## config.mk

```make
export PLATFORM = sky130hd
export DESIGN_NAME = c8ic_ram
export DESIGN_NICKNAME = d
export VERILOG_FILES = /design/src/hdl/c8ic_ram.sv
export SDC_FILE = /design/constraint.sdc
export NUM_CORES = 1
export LEC_CHECK = 0
export BUFFER_PORTS_ARGS = -buffer_cell sky130_fd_sc_hd__buf_2
export CELL_PAD_IN_SITES_DETAIL_PLACEMENT = 0
export CELL_PAD_IN_SITES_GLOBAL_PLACEMENT = 2
export CORE_MARGIN = 5
export CORE_UTILIZATION = 48
export CTS_CLUSTER_SIZE = 40
export DETAILED_ROUTE_END_ITERATION = 8
export PLACE_DENSITY_LB_ADDON = 0.08
export SYNTH_ARGS = -nofsm -noshare
export SYNTH_HDL_FRONTEND = slang
export SYNTH_SLANG_ARGS = --single-unit
```

## constraint.sdc

```tcl
create_clock -name i_clk -period 2.1 [get_ports i_clk]
set_input_delay 0.21 -clock i_clk [delete_from_list [all_inputs] [get_ports i_clk]]
set_output_delay 0.21 -clock i_clk [all_outputs]
set_load 0.005 [all_outputs]
```

## src/hdl/c8ic_ram.sv

```systemverilog
// Generic simple dual-port RAM with one write port and a registered read port.
module c8ic_ram #(
    parameter int W  = 8,
    parameter int D  = 16,
    parameter int AW = $clog2(D)
) (
    input  logic          i_clk,
    input  logic          i_we,
    input  logic [AW-1:0] i_waddr,
    input  logic [W-1:0]  i_wdata,
    input  logic [AW-1:0] i_raddr,
    output logic [W-1:0]  o_rdata
);
    logic [W-1:0] mem [D];
    logic [W-1:0] r_rdata;

    always_ff @(posedge i_clk) begin
        if (i_we) begin
            mem[i_waddr] <= i_wdata;
        end
        r_rdata <= mem[i_raddr];
    end

    assign o_rdata = r_rdata;
endmodule

```

# == After elaboration in Yosys (flattened, before gate mapping) ==
# Memories as Yosys holds them, arrays and structs flattened. A register that Yosys moved wholly into a read port is not among the register bits.
# Cells that the tools add are included.
# word_totals
input_bits,18
regBits,0
wordCells,3
latchBits,0
out_inout_bits,8
romBits,0
n_memories,1
mem_bits_rw,128
# memory_table
name,words,word_bits,rd,rd_clocked_by_memory_dff,wr,line_no,source
mem,16,8,1,1,1,14,logic [W-1:0] mem [D];
# op_classes
add_sub_neg,0
bitwise_logic,0
n_mux,2
n_mul,0
n_reduce_logical,0
div_mod_pow,0
eq_ne,0
shift,0
n_lt_le_gt_ge,0
# ops
op,n
1-bit two-way mux,2

# == Longest topological paths before layout ==
# Gate-level depths: netlist of the first run.
# depth
word_depth,2
mapped_depth,5
ltp_nobuf,3

# == Worst setup path before layout of the first run ==
# OpenSTA, ideal clock, no wires.
# synth_timing
path_type,input to register
start,input i_waddr[2]
end,"memory mem[0][0], enable pin"
n_path_buf,0
arrival_ps,1320
path_stages,2
t_required_ps,1717
path_slack_ps,397
setup_time_ps,383
path_cell_list,or3b_2 nor3_1
# synth_lines
element,line_no,source
"start, declared",9,"input logic [AW-1:0] i_waddr,"
"end, declared",14,
# Straight into the memory's write port.

==> metrics.csv, run 1 <==
metric,value,unit
hp-start,i_wdata[5],
start_util,49.6,%
maxCapViolations,0,
num_antenna_cells,0,
clk_latency,520,ps
drive_above_1_share,32.5,%
setup_viol,0,
r2r_cells,3,
r2r_slack,760,ps
maxSlewHeadroom,72.8,%
syn_nets,247,
cp_max_fo,1,
syn2layout_area_growth,19.0,%
cts.path.max_buffers,2,
final_antenna_net_count,0,
antenna_found_initial,0,
totalWireLength,9470,um
maxSlewViolCount,0,
crit_path_end_kind,register,
regToRegStartpoint,mem[2][2],
grt_overflow_total,0,
drc,0,
finClkSkew,5.80,ps
timing.setup.tns,0,ps
dp.final_hpwl,6220,um
grt_pass1_wl,14900,um
path_cells,mux4_1 > a22oi_1 > nand2_1,
fp-row-count,37,
hold_path_end,mem[7][5],
worst-slew-pin-transition,408,ps
place_area,5560,sq um
cp_slowest_cell,mux4_1,
synth-async-reset-ratio,0,%
die_y,114,um
cp-start-kind,register,
synth_top_area_cell,edfxtp_1,
synth_edf_count,128,
outcome,completed,
power_switching,0.00117,W
pwr_density_cell,994,nW/um^2
synth_warnings,0,
cp.required,2500,ps
vias,2432,
first_iter_violations,135,
r2r-end,o_rdata[2],
grt_usage,16.4,%
synth_top_cell_area_share,74.7,%
coreArea,10400,sq um
p_sw_share,19.2,%
grt_setup_unrepaired,no,
p_clk_share,45.3,%
internal-power,0.00492,W
synthFlopType,edfxtp_1,
nets,307,
postCtsSetupBuffers,0,
layout_commonest_cell,edfxtp_1,
vias_per_cell,5.55,
fin_area,6130,sq um
synth.area.top_cells,"edfxtp_1 (75%), mux4_2 (7.9%), mux4_1 (7.1%), dfxtp_1 (3.1%), a22oi_1 (2.3%)",
hold_buffers,0,
criticalPathCategory,reg -> reg,
min_path_cells,1,
critPathMaxStageDelay,490,ps
syn_inst,229,
avgSynthCellArea,22.5,sq um
seq_power_share,50.1,%
synth.distinct_cells,19,
final_cell_mix,"edfxtp_1 (128), buf_2 (25), buf_4 (25)",
grt_max_degree,33,
clkSinkCount,136,
die_x,114,um
place.gp.congestion,0.750,
io_buffer_count,25,
final_util,59.1,%
min_period,1340,ps
grt_pass1_vias,2550,
p_leak,2.12,nW
share_comb_of_total_power,4.6,%
root_buffer,clkbuf_8,
io_pins,26,
seq_area_frac_synth,77.8,%
cts-resized-gates,0,
finalHoldViolCount,0,
dieArea,12900,sq um
h-tree-depth,4,
avgRoutedWirePerCell,21.6,um
cp.arrival,1750,ps
numCtsBuffers,17,
synth-seq-cells,136,
max_freq,746,MHz
fin_crit_sh,63.8,%
drtPass1Iterations,4,
syn_area,5150,sq um
cts_tree,yes,
vdd_drop_max,0.000556,V
hp-class,in -> reg,
clk_pin_slew,60,ps
-- cell usage after synthesis, types with 2 or more instances --
cell type / n
nor2_1: 13
nor3_1: 4
buf_2: 3
nand2_1: 9
clkdlybuf4s25_2: 3
dfxtp_1: 8
nand3b_1: 2
mux4_1: 14
mux4_2: 18
a22oi_1: 16
buf_6: 3
nand2b_1: 2
edfxtp_1: 128
-- through the flow --
step           instances  hold slack (ps)  setup WS [ps]  total power (W)
6_report             438             69.6            760          0.00609
5_1_grt              438             74.1            670          0.00632
4_1_cts              438             58.4            753          0.00615
3_5_place_dp         406              591            406          0.00339
3_3_place_gp         406              590            412          0.00339
2_1_floorplan        229              309            397          0.00326
-- power groups by stage --
stage | Clock (W) | Sequential (W) | Combinational (W)
after floorplan | 0 | 0.00311 | 0.000154
after global placement | 0 | 0.00311 | 0.000278
after detailed placement | 0 | 0.00311 | 0.000284
after CTS | 0.00281 | 0.00305 | 0.000285
after global routing | 0.00296 | 0.00306 | 0.000308
final | 0.00276 | 0.00305 | 0.000279
-- state kept, by name, summed over array words and instances, names as in the netlist --
signal   cells
o_rdata      8
mem        128
-- logic make-up (layout without fill, tap and decap cells) --
group / count (synthesis) / after routing / share of synthesized area, %
flops: 136 / 136 / 77.8
simple gates: 35 / 35 / 3.18
mux: 32 / 32 / 15.0
compound gates: 16 / 16 / 2.33
buf+inv: 10 / 83 / 1.68
-- critical path: cells and delay by family, from the launching register on --
family	cells	cell delay, ps
compound gates	1	300
flops	1	360
mux	1	490
simple gates	1	80
-- final cells by class --
cell class                      count  area [sq um]
Fill cell                         795          4240
Sequential cell                   136          4000
Multi-Input combinational cell     83          1060
Clock buffer                       22           463
Timing Repair Buffer               51           333
Tap cell                          136           170
Clock inverter                     10           100
-- layer usage --
metal  up-vias  share of wire, %  global-route usage, %
met3        14               4.8                   4.88
met2        62                48                   24.8
met5         -                 0                      0
li1       1100                 -                      -
met1      1256                45                   22.6
met4         0               1.8                   6.57
-- worst max path at each step --
stage / start / end / slack, ps / cells past startpoint
floorplan: i_waddr[2] / mem[0][0] / 400 / 2
global placement: i_raddr[0] / o_rdata[2] / 410 / 5
detailed placement: i_raddr[0] / o_rdata[2] / 410 / 5
CTS: mem[1][0] / o_rdata[0] / 750 / 3
global route: mem[1][0] / o_rdata[0] / 670 / 3
finish: mem[2][2] / o_rdata[2] / 760 / 3
No activity file was read; power rests on OpenSTA's default activity.
==> run 2, diff against run 1 <==
- ABC_AREA: default -> 1
- CORE_UTILIZATION: 48 -> 40
- clock period: 2.1 -> 1.3 ns (I/O delays scaled with it)
==> metrics.csv, run 2 <==
metric,value,unit,change
outcome,completed,,
postCtsSetupBuffers,0,,unchanged
vdd_drop_max,0.000809,V,+46%
maxCapViolations,0,,unchanged
hold_buffers,0,,unchanged
die_y,130,um,+15%
cp-start-kind,register,,
drive_above_1_share,12.9,%,-20 points
synth-async-reset-ratio,0,%,unchanged
syn_nets,569,,+130%
cts_tree,yes,,
p_leak,2.97,nW,+40%
avgSynthCellArea,10.5,sq um,-53%
drc,0,,unchanged
synth-seq-cells,136,,unchanged
die_x,130,um,+15%
finalHoldViolCount,0,,unchanged
fp-row-count,43,,+16%
cp_max_fo,1,,unchanged
synth_top_area_cell,edfxtp_1,,
yosys.cell_count.top_type,nand2_1,,
criticalPathCategory,reg -> out,,
grt_usage,17.7,%,+1.3 points
cts.path.max_buffers,2,,unchanged
synth_edf_count,128,,unchanged
finalPower,0.0104,W,+71%
instances_no_fill,791,,+81%
maxSlewHeadroom,75.0,%,+2.2 points
grt_setup_unrepaired,no,,
seq_area_frac_synth,69.4,%,-8.4 points
vias,3713,,+53%
timing.setup.tns,0,ps,unchanged
min_period,1070,ps,
syn2layout_area_growth,18.1,%,
syn_inst,551,,+140%
clk_pin_slew,50,ps,about the same
maxSlewViolCount,0,,unchanged
drtPass1Iterations,4,,unchanged
hp-start,i_wdata[5],,
cp_slowest_cell,dfxtp_1,,
avgRoutedWirePerCell,16.9,um,-22%
clkSinkCount,136,,unchanged
first_iter_violations,241,,+79%
place_area,6220,sq um,+12%
grt_pass1_wl,21600,um,+45%
fin_area,6810,sq um,+11%
grt_pass1_vias,3821,,+50%
place_inst,759,,+87%
layout_commonest_cell,nand2_1,,
final_antenna_net_count,0,,unchanged
max_freq,930,MHz,
root_buffer,clkbuf_16,,
critPathMaxStageDelay,390,ps,-100 ps
synthFlopType,edfxtp_1,,
path_cells,buf_2,,
final_cell_mix,"nand2_1 (173), edfxtp_1 (128), inv_1 (100)",,
largest_register,mem,,
finClkSkew,5.91,ps,+0.112 ps
coreArea,14000,sq um,+35%
seq_area,4000,sq um,unchanged
fill_cells,1330,,+67%
grt_overflow_total,0,,unchanged
cp_num_buf_inv,1,,+1
dp.final_hpwl,8580,um,+38%
pwr_density_cell,1530,nW/um^2,+54%
vias_per_cell,4.69,,-15%
synth.distinct_cells,12,,-7
place.gp.congestion,0.731,,-2.5%
met3_length,551,um,+22%
synth_top_cell_area_share,66.7,%,-8.0 points
crit_path_start,o_rdata[1],,
io_pins,26,,unchanged
totalWireLength,13400,um,+41%
multi_input_area,1210,sq um,+15%
h-tree-depth,4,,unchanged
start_util,41.2,%,-8.4 points
cp.required,1170,ps,-1330 ps
synth_warnings,0,,unchanged
clk_latency,410,ps,-110 ps
io_buffer_count,25,,unchanged
nets,616,,+100%
worst-slew-pin-transition,375,ps,-32.9 ps
wl_met1,6130,um,+42%
num_antenna_cells,0,,unchanged
crit_family,flip-flops,,
synth_common_cells,"nand2_1 (173), edfxtp_1 (128), inv_1 (100)",,
antenna_found_initial,1,,+1
cts-resized-gates,0,,unchanged
largest_reg_flops,128,,unchanged
dieArea,16900,sq um,+31%
synth.area.top_cells,"edfxtp_1 (67%), nand2_1 (11%), nand3_1 (8.4%), inv_1 (6.5%), dfxtp_1 (2.8%)",,
setup_viol,0,,unchanged
hp-class,in -> reg,,
crit_path_end_kind,output pin,,
highest_layer,met5,,
syn_area,5770,sq um,+12%
fin_crit_sh,82.7,%,
regToRegStartpoint,mem[9][1],,
wl_met2,6440,um,+42%
numCtsBuffers,17,,unchanged
cp.arrival,940,ps,-810 ps
grt_max_degree,65,,+97%
-- run 2: cell types whose count changed after synthesis, moves of 10 or more --
cell     previous run  this run
a22oi_1            16         0
buf_2               3        13
inv_1               0       100
mux4_1             14         0
mux4_2             18         0
nand2_1             9       173
nand3_1             1        97
-- run 2: cell families after synthesis --
kind of cell	after synthesis	synth area share [%]
AND/OR/NAND/NOR	289	21.0
flip-flops	136	69.4
buffers and inverters	126	9.52
-- run 2: cell type report --
cell class | count | share of cell area (%)
clock buffer | 21 | 6.47
clock inverter | 11 | 2.26
inverter | 102 | 5.62
multi-input combinational | 289 | 17.8
sequential | 136 | 58.8
tap | 180 | 3.31
timing repair buffer | 52 | 5.73
-- run 2: final timing paths --
path | slack, ps | cells after the start | endpoint
max reg2reg | 330 | 6 | o_rdata[1]
min reg2reg | 660 | 6 | o_rdata[1]
min | 110 | 1 | mem[0][5]
max | 230 | 1 | o_rdata[1]
-- run 2: power by group --
part	leakage [nW]	internal (W)	switching, W	total, W
Combinational	1.45	0.000201	0.000404	0.000606
Sequential	1.22	0.00490	0.0000341	0.00494
Clock	0.287	0.00317	0.00170	0.00487
Total	2.97	0.00828	0.00213	0.0104
-- run 2: per-stage QoR --
step	setup slack [ps]	util [%]	hold WS (ps)
3_5_place_dp	50.5	44.4	516
3_3_place_gp	85.3	44.4	513
5_1_grt	163	48.7	104
6_report	225	48.7	113
4_1_cts	151	48.7	96.0
2_1_floorplan	219	-	229
-- run 2: per-layer routing --
| layer | GRT usage [%] | vias to the layer above |
|---|---|---|
| li1 | - | 1872 |
| met1 | 23.6 | 1763 |
| met2 | 28.4 | 56 |
| met3 | 4.18 | 20 |
| met4 | 6.42 | 2 |
| met5 | 0 | - |
